## src/hdl/mm4_pkg.sv

```systemverilog
// Shared types and constants for the 4x4 matrix multiply core.
// Used by the chain cells, the output stage and the top level; no dependencies.
package mm4_pkg;

  localparam int unsigned MatDim = 4;
  localparam int unsigned ElemW  = 32;
  // Exact sum of four 32x32 products needs two bits above one 64-bit product.
  localparam int unsigned AccW   = 2 * ElemW + 2;

  localparam logic FUNC_LOAD = 1'b0;
  localparam logic FUNC_MUL  = 1'b1;

  typedef logic signed [ElemW-1:0]   elem_t;
  typedef logic signed [2*ElemW-1:0] prod_t;
  typedef logic signed [AccW-1:0]    acc_t;

  typedef struct packed {
    logic       func;
    logic [1:0] row_index;
    elem_t      elem_0;
    elem_t      elem_1;
    elem_t      elem_2;
    elem_t      elem_3;
  } in_t;

  typedef struct packed {
    logic [1:0] out_row;
    elem_t      prod_0;
    elem_t      prod_1;
    elem_t      prod_2;
    elem_t      prod_3;
    logic       saturated;
  } out_t;

  // One beat travelling down the chain: loads and multiplies keep their order.
  typedef struct packed {
    logic                    valid;
    logic                    func;
    logic [1:0]              row;
    elem_t [MatDim-1:0]      elems;
    acc_t  [MatDim-1:0]      psum;
  } beat_t;

endpackage

```

## src/hdl/mm4_out.sv

```systemverilog
// Output stage: fixed-point shift, saturation and the result register.
// Depends on mm4_pkg.
module mm4_out #(
  parameter int unsigned FRAC_BITS = 16
) (
  input  logic           clk_i,
  input  logic           rst_ni,
  input  mm4_pkg::beat_t beat_i,
  output logic           advance_o,
  output logic           out_valid_o,
  input  logic           out_ready_i,
  output mm4_pkg::out_t  out_data_o
);
  import mm4_pkg::*;

  acc_t              shifted [MatDim];
  elem_t [MatDim-1:0] res;
  logic [MatDim-1:0] clip;
  logic              is_mul;
  logic              take;
  logic              out_valid_q;
  out_t              out_q;
  out_t              out_d;

  assign is_mul = beat_i.valid && beat_i.func == FUNC_MUL;

  // The chain only stalls when a product row reaches the end while the
  // result register still holds a beat nobody has taken.
  assign advance_o = !(out_valid_q && !out_ready_i && is_mul);
  assign take      = advance_o && is_mul;

  always_comb begin
    for (int j = 0; j < MatDim; j++) begin
      shifted[j] = $signed(beat_i.psum[j]) >>> FRAC_BITS;
      if (!shifted[j][AccW-1] && |shifted[j][AccW-2:ElemW-1]) begin
        res[j]  = {1'b0, {(ElemW-1){1'b1}}};
        clip[j] = 1'b1;
      end else if (shifted[j][AccW-1] && !(&shifted[j][AccW-2:ElemW-1])) begin
        res[j]  = {1'b1, {(ElemW-1){1'b0}}};
        clip[j] = 1'b1;
      end else begin
        res[j]  = shifted[j][ElemW-1:0];
        clip[j] = 1'b0;
      end
    end
    out_d.out_row   = beat_i.row;
    out_d.prod_0    = res[0];
    out_d.prod_1    = res[1];
    out_d.prod_2    = res[2];
    out_d.prod_3    = res[3];
    out_d.saturated = |clip;
  end

  always_ff @(posedge clk_i or negedge rst_ni) begin
    if (!rst_ni) begin
      out_valid_q <= 1'b0;
    end else if (take) begin
      out_valid_q <= 1'b1;
    end else if (out_ready_i) begin
      out_valid_q <= 1'b0;
    end
  end

  always_ff @(posedge clk_i) begin
    if (take) begin
      out_q <= out_d;
    end
  end

  assign out_valid_o = out_valid_q;
  assign out_data_o  = out_q;

endmodule

```

## config.mk

```make
export PLATFORM = sky130hd
export DESIGN_NAME = mm4_out
export DESIGN_NICKNAME = d
export VERILOG_FILES = /design/src/hdl/mm4_pkg.sv /design/src/hdl/mm4_out.sv
export SDC_FILE = /design/constraint.sdc
export NUM_CORES = 1
export LEC_CHECK = 0
export BUFFER_PORTS_ARGS = -buffer_cell sky130_fd_sc_hd__buf_2
export CAP_MARGIN = 20
export CORE_AREA = 3 3 205 207
export DETAILED_ROUTE_END_ITERATION = 7
export DIE_AREA = 0 0 208 210
export PLACE_DENSITY = 0.43
export SLEW_MARGIN = 20
export SYNTH_ARGS = -nofsm -noshare
export SYNTH_HDL_FRONTEND = slang
export SYNTH_SLANG_ARGS = --single-unit
```

## constraint.sdc

```tcl
create_clock -name clk_i -period 6.02 [get_ports clk_i]
set_input_delay 1.204 -clock clk_i [delete_from_list [all_inputs] [get_ports clk_i]]
set_output_delay 1.204 -clock clk_i [all_outputs]
set_load 0.05 [all_outputs]
```

# After elaboration in Yosys (flattened, before gate mapping)
# Index checks and enable logic that the tools add are counted.
word_totals:
  register_bits: 132
  input_bits: 399
  wordCells: 53
classes:
  n_mux: 14
  n_reduce_logical: 32
ops:
  columns: ["operator", "count"]
  rows:
  - ["two-way mux 32 bit", 4]
  - ["AND reduction 19 bit", 4]
  - ["OR reduction 19 bit", 4]
  - ["logical AND 1 bit", 12]
  - ["zero test 1 bit", 10]
  - ["two-way mux 1 bit", 10]
  - ["OR reduction 4 bit", 1]
  - ["nonzero test 2 bit", 1]

# Longest topological paths before layout
# Gate-level depths: netlist of run 1.
depth:
  ltp_word: 6
  ltp_mapped: 6
  ltp_nobuf: 5

# Least setup slack after synthesis of run 1
# No wires, ideal clock.
synth_path:
  kind: "input-to-reg"
  startpoint: "in beat_i[395] (netlist name)"
  endpoint: "reg out_q (netlist bit out_data_o[0]) (enable)"
  setup_time_ps: 624
  arrival_ps: 6736
  required_time_ps: 5396
  path_slack_ps: -1340
  stages: 2
  cell_sequence: "nand2_1 -> nor2_1"
synth_via:
  elab_chain_cells: 4
synth_rtl:
  columns: ["item", "line", "rtl"]
  rows:
  - ["start: declaration", "mm4_out.sv:8", "input mm4_pkg::beat_t beat_i,"]
  - ["logical AND 1 bit *", "mm4_out.sv:25", "assign is_mul = beat_i.valid && beat_i.func == FUNC_MUL;"]
  - ["logical AND 1 bit", "mm4_out.sv:29", "assign advance_o = !(out_valid_q && !out_ready_i && is_mul);"]
  - ["zero test 1 bit", "mm4_out.sv:29", null]
  - ["logical AND 1 bit *", "mm4_out.sv:30", "assign take = advance_o && is_mul;"]
  - ["net take", "mm4_out.sv:20", "logic take;"]
  - ["end signal: assignment", "mm4_out.sv:66", "out_q <= out_d;"]
  - ["end: declaration", "mm4_out.sv:22", "out_t out_q;"]
# The timed path passes the listed nets; every way through them passes the cells marked *.
# A chain may end at the register's enable or synchronous reset.

==> results of run 1 <==
## state kept, by name (all words and copies together) (netlist names)
register / cells
out_data_o: 131
out_valid_o: 1
## through the flow
stage	instances	setup slack (ps)	cell area, um^2
6_report	1353	2870	8389
3_5_place_dp	1324	2350	7821
5_1_grt	1353	2688	8389
4_1_cts	1353	2843	8389
2_1_floorplan	472	879.9	5441
3_3_place_gp	1324	2381	7821
## worst register-to-register path, delay by kind of cell (launching register included)
kind / cells / cell delay [ps]
simple gates: 2 / 300
flops: 1 / 360
buf+inv: 1 / 540
## kinds of logic after synthesis
group / count (synthesis)
buffers and inverters: 32
flip-flops: 132
AO/OA/AOI/OAI: 8
AND/OR/NAND/NOR: 300
## final cells by class
cell class                      count  area, um^2
Clock inverter                     11       138.9
Timing Repair Buffer              348        1777
Tap cell                          532       665.6
Clock buffer                       18       429.2
Multi-Input combinational cell    308        1405
Inverter                            4       15.01
Sequential cell                   132        3959
Fill cell                        4525       32160
## power by group through the flow
stage | Clock, mW | Combinational (mW) | Sequential [mW]
CTS | 1.09 | 0.368 | 1.07
detailed placement | 0 | 0.368 | 1.09
floorplan | 0 | 0.0803 | 1.23
global placement | 0 | 0.366 | 1.09
global route | 1.12 | 0.393 | 1.08
finish | 1.03 | 0.361 | 1.07
## path summary, 6_finish.rpt
path	startpoint	end	slack, ps	depth (start not counted)
max in group asynchronous	rst_ni	out_valid_o	5410	1
setup reg to reg	out_valid_o	out_data_o[73]	4290	3
hold reg to reg	out_valid_o	out_valid_o	720	2
min in group clk_i	out_valid_o	out_valid_o	720	2
setup / recovery	beat_i[117]	out_data_o[0]	2870	7
hold / removal	rst_ni	out_valid_o	530	1
## placed cells by master (no fill, tap or decap)
cell | netlist | final
buf_12 | 0 | 1
buf_2 | 24 | 339
buf_4 | 0 | 8
bufinv_16 | 0 | 3
clkbuf_1 | 4 | 1
clkbuf_16 | 0 | 17
clkinv_1 | 0 | 3
clkinv_2 | 0 | 1
clkinv_4 | 0 | 2
clkinvlp_4 | 0 | 2
dfrtp_1 | 1 | 1
edfxtp_1 | 131 | 131
inv_1 | 4 | 4
nand2_1 | 253 | 253
nand2b_1 | 1 | 1
nand3_1 | 5 | 5
nand4_1 | 18 | 18
nor2_4 | 0 | 1
nor2b_1 | 1 | 1
nor4_1 | 12 | 12
o21ai_2 | 0 | 3
o21ai_4 | 0 | 1
o41ai_4 | 0 | 4
or2_1 | 1 | 1
or4_1 | 8 | 8
## metal layers
layer,routed length [um],vias to the layer above,track usage (%),part of all wire [%]
met4,309,4,3.325,1.5
li1,-,2308,-,-
met1,8496,2226,10.94,42
met2,8959,241,13.82,44
met3,2435,21,5.343,12
met5,34,-,0,0.17
==> summary.md, run 1 <==
| Metric | Value |
|---|---|
| Status | finished clean |
| Worst vdd rail ir drop | 188.4 uV |
| Most frequent CP cell | nand4_1 |
| Switching fraction of total power | 26.95% |
| GRT Total Usage | between 9 and 10% |
| Clock Power Share | 41.9% |
| Delay-heaviest family, CP | simple AND/OR/NAND/NOR gates |
| Critical path endpoint category | register |
| TNS Setup | 0 ps |
| RSZ-0062 raised after global routing | no |
| Clock transition at path regs | approximately 60 ps |
| Worst slew pin tran | ~790 ps |
| Layout cells sized above 1 | a little under half |
| CP required | 6200 ps |
| Residual DRC | 0 |
| Mux cell area share after synthesis | 0% |
| Post-DP HPWL | ~15000 um |
| Die height | ~210 um |
| Slowest stage delay, CP | 560 ps |
| Syn avg cell area | between 10 and 15 um^2 |
| Synth Flop Type | edfxtp_1 |
| Hold Fails Final Rpt | 0 |
| First-pass GRT wire length | ~30000 um |
| Synth Register Bits | between 100 and 150 |
| Post-synth EDFFs | between 100 and 150 |
| Cell count after synthesis | 472 |
| Clock Path Buffers | 2 |
| Vias in the first global route | 4873 |
| Yosys warns | 0 |
| Clock Root Buffer | clkbuf_16 |
| Final nets | 1210 |
| Drt first pass iters | 4 |
| Top-count cell post-synth | nand2_1 |
| Wire per inst | roughly 15 um |
| Layout area overhead | 54.24% |
| CTS tree | done |
| Initial Util | a little over an eighth |
| Worst-skew pair later-pin latency | about 430 ps |
| Slowest-stage cell, CP | or4_1 |
| ANT cells | 0 |
| Port Buffers | between 300 and 400 |
| Internal Power | between 1.5 and 2 mW |
| Vias | 4800 |
| Tmin final | between 3000 and 4000 ps |
| Xor-xnor portion of the synthesized cell area | 0% |
| Drt total wl | a little over 20000 um |
| Grt ovf | 0 |
| Static leakage | 3.612 nW |
| Net switching power | between 0.6 and 0.7 mW |
| Fin Hold WS | around 530 ps |
| Clock buffer count from CTS | 17 |
| Post-synthesis compound-gate area fraction | 1.564% |
| Slew Viols, Final | 0 |
| Combinational share of power | between 10% and 20% |
| Max_cap viols | 0 |
| Die Area | 43680 um^2 |
| Core region area | about 40000 um^2 |
| Worst EP arrival | around 3300 ps |
| Num rows | between 70 and 80 |
| Crit path max fanout | 17 |
| Synth Area in Adders | 0% |
| Fmax | approximately 320 MHz |
| Seq pwr share | approximately 44% |
| Antenna-violating nets left | 0 |
| Mapped Area | approximately 5400 um^2 |
| Final Setup Violations | 0 |
| Worst slew margin | a little under half |
| Cell Chain, Critical Path | buf_2, nand4_1, or4_1, o21ai_4, buf_4, nand4_1, or2_1 |
| Bufs and invs on worst path | 2 |
| Largest net degree at the start of global routing | 132 |
| Post-CTS resize count | 0 |
| Cell taking the most area after synthesis | edfxtp_1 |
| DRT iter0 DRCs | around 150 |
| Fraction of registers with async set/reset | less than 1% |
| Hold Crit Class | in2async |
| Power per cell area | 294.1 nW/um^2 |
| H-tree Lvls | 4 |
| Commonest cells post-synth | nand2_1 (253), edfxtp_1 (131), buf_2 (24) |
| Worst Clk Skew | 8.157 ps |
| Initial antenna violation count | 3 |
| Post-Syn Nets | around 870 |
| Overall Power | approximately 2.5 mW |
| Setup crit start kind | input pin |
| Synth top area cells | edfxtp_1 (72%), nand2_1 (17%), buf_2 (2.2%) |
| Crit Path Class | in2reg |
| Post-synthesis simple-gate area fraction | a little under a quarter |
| Setup repair bufs after CTS | 0 |
| Distinct cell type count after synthesis | 16 |
| Clock Sinks | 132 |
| Main combinational cell family by area after synthesis | simple AND/OR/NAND/NOR gates |
| Tcrit/Tclk final | 52.32% |
| Vias per cell | 3.548 |
| GPL Wtd Cong | between 0.7 and 0.8 |
| Seq/Total Area, Yosys | approximately 73% |
| Util after Layout | 20.69% |
| # hold bufs at CTS | 0 |
| Area share of the largest cell type after synthesis | approximately 72% |
| I/O pin cnt | about 530 |
| Die Width | 208 um |
Note: power is estimated with default switching activity, not from simulation.
==> run 2: changes to the inputs <==
CORE_AREA = 3 3 208 210   (was 3 3 205 207)
DIE_AREA = 0 0 211 213   (was 0 0 208 210)
PLACE_DENSITY = 0.41   (was 0.43)
clock period = 3.25 ns   (was 6.02 ns; I/O delays follow)
==> run 2 against run 1 <==
Effect of this change: via count fell by 0.54%; power is 97% higher; setup slack got worse by 1800 ps; flip-flop and latch count unchanged; largest cell class unchanged; first-iteration DRC count up 59%; critical path type unchanged.
==> summary.md, run 2 (same netlist as run 1, synthesis figures left out) <==
| Metric | Value |
|---|---|
| Final worst slack | 1082 ps (-1788 ps) |
| Slew Viols, Final | 0 (unchanged) |
| CTS tree | done |
| Die Width | 211 um (+1.4%) |
| H-tree Lvls | 4 (unchanged) |
| Tmin final | approximately 2200 ps |
| Tcrit/Tclk final | roughly two thirds |
| Grt ovf | 0 (unchanged) |
| Met1 GRT Util | 10.07% (-0.87 points) |
| Hold path startpoint | beat_i[393] |
| Residual DRC | 0 (unchanged) |
| DRT iter0 DRCs | 236 (+59%) |
| Layout fillers | 4619 (+2.1%) |
| Status | finished clean |
| Die Area | 44940 um^2 (+2.9%) |
| Vias in the first global route | 4816 (-1.2%) |
| Die height | 213 um (+1.4%) |
| Post-DP HPWL | 15540 um (+3.3%) |
| Layout cells sized above 1 | 47.53% (+1.0 points) |
| Reg-to-reg endpoint | out_data_o[9] |
| Worst Clk Skew | 14.66 ps (+6.501 ps) |
| Setup repair bufs after CTS | 0 (unchanged) |
| Most common cell after layout, fill and taps aside | buf_2 |
| First-pass GRT wire length | 28770 um (-3.1%) |
| Core region area | 41760 um^2 (+3.0%) |
| Clock Path Buffers | 2 (unchanged) |
| Fmax | 461.3 MHz |
| Reg2Reg Setup Slack | 1660 ps (-2630 ps) |
| Reg2reg start | out_valid_o |
| Port Buffers | 339 (unchanged) |
| Static leakage | 3.702 nW (+2.5%) |
| GPL Wtd Cong | 0.7661 (-1.5%) |
| Hold Crit Class | in2reg |
| RSZ-0062 raised after global routing | no |
| Vias | 4774 (-0.54%) |
| Worst vdd rail ir drop | 611.9 uV (+220%) |
| Clock buffer count from CTS | 17 (unchanged) |
| Max_cap viols | 0 (unchanged) |
| Power per cell area | 568.9 nW/um^2 (+93%) |
| Setup crit start kind | input pin |
| GRT Total Usage | 8.695% (-0.49 points) |
| Vias per cell | 3.482 (-1.8%) |
| Largest net degree at the start of global routing | 52 (-61%) |
| M2 GR Usage | 13.19% (-0.63 points) |
| I/O pin cnt | 532 (unchanged) |
| DP Worst Slack | 545.0 ps (-1805 ps) |
| Critical path endpoint category | register |
| Clock Root Buffer | clkbuf_16 |
| Worst slew margin | 70.20% (+23 points) |
| Initial Util | 13.02% (-0.39 points) |
| Slowest-stage cell, CP | or4_1 |
| Most used routing layer in global routing | met2 |
| Final Setup Violations | 0 (unchanged) |
| Crit Path Class | in2reg |
| Final nets | 1217 (+0.58%) |
| Clock Sinks | 132 (unchanged) |
| Antenna-violating nets left | 0 (unchanged) |
| Drt first pass iters | 4 (unchanged) |
| Max reg flops | 131 (unchanged) |
| Hold worst-path end | out_data_o[130] |
| CP required | 3450 ps (-2750 ps) |
| Worst slew pin tran | 445.3 ps (-340.8 ps) |
| Layout area overhead | 57.44% |
| Worst-skew pair later-pin latency | 450 ps (+20 ps) |
| Slowest stage delay, CP | 580 ps (+20 ps) |
| Crit path max fanout | 18 (+1) |
| Hold Fails Final Rpt | 0 (unchanged) |
| Drt total wl | 19960 um (-1.3%) |
| Cell Chain, Critical Path | buf_2, or4_1, o41ai_4, buf_4, nand4_1, or2_1 |
| Wire per inst | 14.56 um (-2.6%) |
| Hold depth | 1 |
| TNS Setup | 0 ps (unchanged) |
| Worst EP arrival | 2370 ps (-960 ps) |
| Num rows | 75 (+1.4%) |
| Initial antenna violation count | 4 (+1) |
| FF-to-FF path depth | 3 (unchanged) |
| Met3 usage | 4.746% (-0.60 points) |
| Most frequent cells in the layout | buf_2 (339), nand2_1 (253), edfxtp_1 (131) |
| Clock transition at path regs | 70 ps (about the same) |
## run 2: changes by cell type in the layout (fill, tap and decap cells not counted)
cell           previous run  this run
inv_6                     0         6
buf_4                     8        13
clkinv_1                  3         0
bufinv_16                 3         5
clkinv_4                  2         0
inv_8                     0         2
buf_12                    1         2
clkbuf_1                  1         0
clkinvlp_4                2         1
diode_2                   0         1
dlygate4sd3_1             0         1
## run 2: critical path: cells and delay by family
family	cells	cell delay (ps)
simple gates	3	1030
buf+inv	2	400
compound gates	1	290
## run 2: layout make-up
| class | count | area [um^2] | area share [%] |
|---|---|---|---|
| multi-input combinational | 308 | 1405 | 16.41 |
| timing repair buffer | 355 | 1844 | 21.54 |
| antenna | 1 | 2.502 | 0.02922 |
| tap | 539 | 674.4 | 7.876 |
| sequential | 132 | 3959 | 46.23 |
| clock buffer | 17 | 425.4 | 4.968 |
| clock inverter | 15 | 237.7 | 2.776 |
| inverter | 4 | 15.01 | 0.1753 |
## run 2: how the worst max path moves through the flow
stage	cells past startpoint	from	slack (ps)	to
finish	6	beat_i[48]	1080	out_data_o[0]
CTS	6	beat_i[48]	1050	out_data_o[0]
floorplan	2	out_valid_o	80	out_data_o[0]
detailed placement	6	beat_i[48]	540	out_data_o[0]
global placement	6	beat_i[48]	550	out_data_o[0]
global route	6	beat_i[48]	990	out_data_o[0]
## run 2: routing by layer
| metal | vias up | wire [um] |
|---|---|---|
| met2 | 230 | 8868 |
| li1 | 2329 | - |
| met1 | 2182 | 8308 |
| met3 | 27 | 2312 |
| met5 | - | 39 |
| met4 | 6 | 434 |
## run 2: power by group
group          switching [mW]  total (mW)  internal, mW  leakage, nW
clock network           0.830        2.21          1.38        0.324
logic                   0.479       0.673         0.194         2.17
registers              0.0170        1.98          1.97         1.21
## run 2: timing repair
action	in CTS	in global routing
hold buffers	1	0
gates resized for setup	0	0
endpoints found under the hold margin	1	0
## run 2: per-stage QoR
step                power, mW  std cells  utilization [%]  hold WS, ps  instance area (um^2)
global placement        2.702       1337            18.89        426.3                  7888
global route            5.082       1370            20.50        357.9                  8561
detailed placement      2.706       1337            18.89        427.7                  7888
finish                  4.872       1371            20.51        387.3                  8563
floorplan               2.422        472                -        354.4                  5446
CTS                     4.976       1370            20.50        349.4                  8561
==> run 3: changes to the inputs <==
clock period = 2.1 ns   (was 3.25 ns; I/O delays follow)
==> run 3 against run 2 <==
Effect of this change: routed wire length increased by 4.8%; highest routed layer is now met4; via count increased by 0.67%; clock skew decreased by 3.2 ps; largest cell class unchanged; worst hold slack got worse by 230 ps; clock power increased by 34%; flip-flop and latch count unchanged; sequential power increased by 55%; combinational power increased by 60%; setup slack got worse by 860 ps; global-route usage increased by 0.47 points.
==> summary.md, run 3 (same netlist as run 1, synthesis figures left out) <==
| Metric | Value |
|---|---|
| H-tree Lvls | 4 (unchanged) |
| Post-CTS resize count | 0 (unchanged) |
| Worst Clk Skew | 11.47 ps (-3.186 ps) |
| Crit path max fanout | 2 (-16) |
| Status | finished clean |
| Hold path startpoint | beat_i[393] |
| Residual DRC | 0 (unchanged) |
| Setup crit start kind | input pin |
| Most common cell after layout, fill and taps aside | buf_2 |
| GPL Wtd Cong | 0.7494 (-2.2%) |
| Critical path endpoint category | register |
| Setup repair bufs after CTS | 0 (unchanged) |
| Layout area overhead | 58.85% |
| DRT iter0 DRCs | 161 (-32%) |
| Port Buffers | 339 (unchanged) |
| Clock transition at path regs | 60 ps (about the same) |
| Hold Fails Final Rpt | 0 (unchanged) |
| RSZ-0062 raised after global routing | no |
| Die height | 213 um (unchanged) |
| Die Width | 211 um (unchanged) |
| Die Area | 44940 um^2 (unchanged) |
| Layout cells sized above 1 | 48.58% (+1.0 points) |
| Num rows | 75 (unchanged) |
| Slowest stage delay, CP | 420 ps (-160 ps) |
| Clock Path Buffers | 2 (unchanged) |
| Max reg flops | 131 (unchanged) |
| Crit Path Class | in2reg |
| DP Worst Slack | -427.8 ps (-972.8 ps) |
| Largest net degree at the start of global routing | 70 (+35%) |
| Vias in the first global route | 4847 (+0.64%) |
| Drt total wl | 20930 um (+4.8%) |
| Final nets | 1232 (+1.2%) |
| Post-Place Cell Area | 8054 um^2 (+2.1%) |
| Most frequent cells in the layout | buf_2 (339), nand2_1 (253), edfxtp_1 (131) |
| Clock Root Buffer | clkbuf_16 |
| Drt first pass iters | 4 (unchanged) |
| CP startpoint | beat_i[59] |
| Final worst slack | 225.3 ps (-857.0 ps) |
| Finished Cell Area | 8640 um^2 (+0.89%) |
| Initial Util | 13.02% (unchanged) |
| Slowest-stage cell, CP | o41ai_4 |
| First-pass GRT wire length | 29610 um (+2.9%) |
| CP required | 2290 ps (-1160 ps) |
| Final Setup Violations | 0 (unchanged) |
| Clock buffer count from CTS | 17 (unchanged) |
| Initial antenna violation count | 2 (-2) |
| Clock Sinks | 132 (unchanged) |
| TNS Setup | 0 ps (unchanged) |
| Core region area | 41760 um^2 (unchanged) |
| Static leakage | 3.747 nW (+1.2%) |
| Fmax | approximately 530 MHz |
| Max_cap viols | 0 (unchanged) |
| Reg2reg start | out_valid_o |
| Slew Viols, Final | 0 (unchanged) |
| Worst EP arrival | 2070 ps (-300 ps) |
| Overall Power | 7.126 mW (+46%) |
| GRT Total Usage | 9.163% (+0.47 points) |
| Cell Chain, Critical Path | buf_2, nor4_1, nand3_1, o41ai_4, buf_4, nand4_1, or2_1 |
| Antenna-violating nets left | 0 (unchanged) |
| Worst slew margin | 69.78% (-0.42 points) |
| Tmin final | between 1500 and 2000 ps |
| Worst slew pin tran | 453.3 ps (+7.952 ps) |
| Power per cell area | 824.8 nW/um^2 (+45%) |
| Grt ovf | 0 (unchanged) |
| Worst vdd rail ir drop | 465.8 uV (-24%) |
| Post-DP HPWL | 16170 um (+4.0%) |
| Wire per inst | 15.10 um (+3.7%) |
| Worst-skew pair later-pin latency | 450 ps (about the same) |
| I/O pin cnt | 532 (unchanged) |
| Vias per cell | 3.468 (-0.42%) |
| CTS tree | done |
| Hold Crit Class | in2reg |
| Vias | 4806 (+0.67%) |
| Tcrit/Tclk final | between 80% and 90% |
==> run 3: cell types whose count changed in the layout (fill, tap and decap cells not counted), moves of 3 or more <==
cell       before  now
buf_12          2    5
bufinv_16       5    1
inv_6           6    3
buf_4          13   25
clkinv_4        0    6
==> run 3: timing repair <==
action / in CTS / in global routing
hold endpoints to repair: 1 / 0
hold buffers: 1 / 0
setup endpoints to repair: 0 / 1
==> run 3: final timing paths <==
check,end,slack (ps),depth (start not counted)
setup / recovery,out_data_o[0],230,7
hold / removal,out_data_o[130],160,1
setup reg to reg,out_data_o[41],600,3
hold reg to reg,out_valid_o,680,2
max in group asynchronous,out_valid_o,1750,2
min in group asynchronous,out_valid_o,260,2
==> run 3: worst max-delay path: cells and delay by family <==
family / cells / cell delay, ps
buf+inv: 2 / 290
simple gates: 4 / 920
compound gates: 1 / 420
==> run 3: through the flow <==
step	hold slack (ps)	instances	util (%)
2_1_floorplan	124.4	472	-
3_3_place_gp	196.8	1352	19.29
3_5_place_dp	196.1	1352	19.29
4_1_cts	113.0	1385	20.68
5_1_grt	119.4	1385	20.68
6_report	156.8	1386	20.69
==> run 3: final cells by class <==
class                   count  area, um^2
inverters                   4       15.01
well taps                 539       674.4
clock buffers              17       425.4
flip-flops and latches    132        3960
clock inverters            15       147.6
multi-input cells         308        1420
repair buffers            370        1994
diodes                      1       2.502
fillers                  4628       33120
==> run 3: where the power goes <==
| part | switching [mW] | internal [mW] | leakage [nW] |
|---|---|---|---|
| Clock | 1.32 | 1.66 | 0.280 |
| Sequential | 0.0254 | 3.05 | 1.21 |
| Combinational | 0.756 | 0.327 | 2.26 |
| Total | 2.10 | 5.03 | 3.75 |
==> run 3: layer usage <==
metal | GRT usage (%) | part of all wire [%]
met5 | 0 | 0
met4 | 3.256 | 1.4
met3 | 5.642 | 13
met2 | 14.06 | 45
met1 | 10.48 | 41
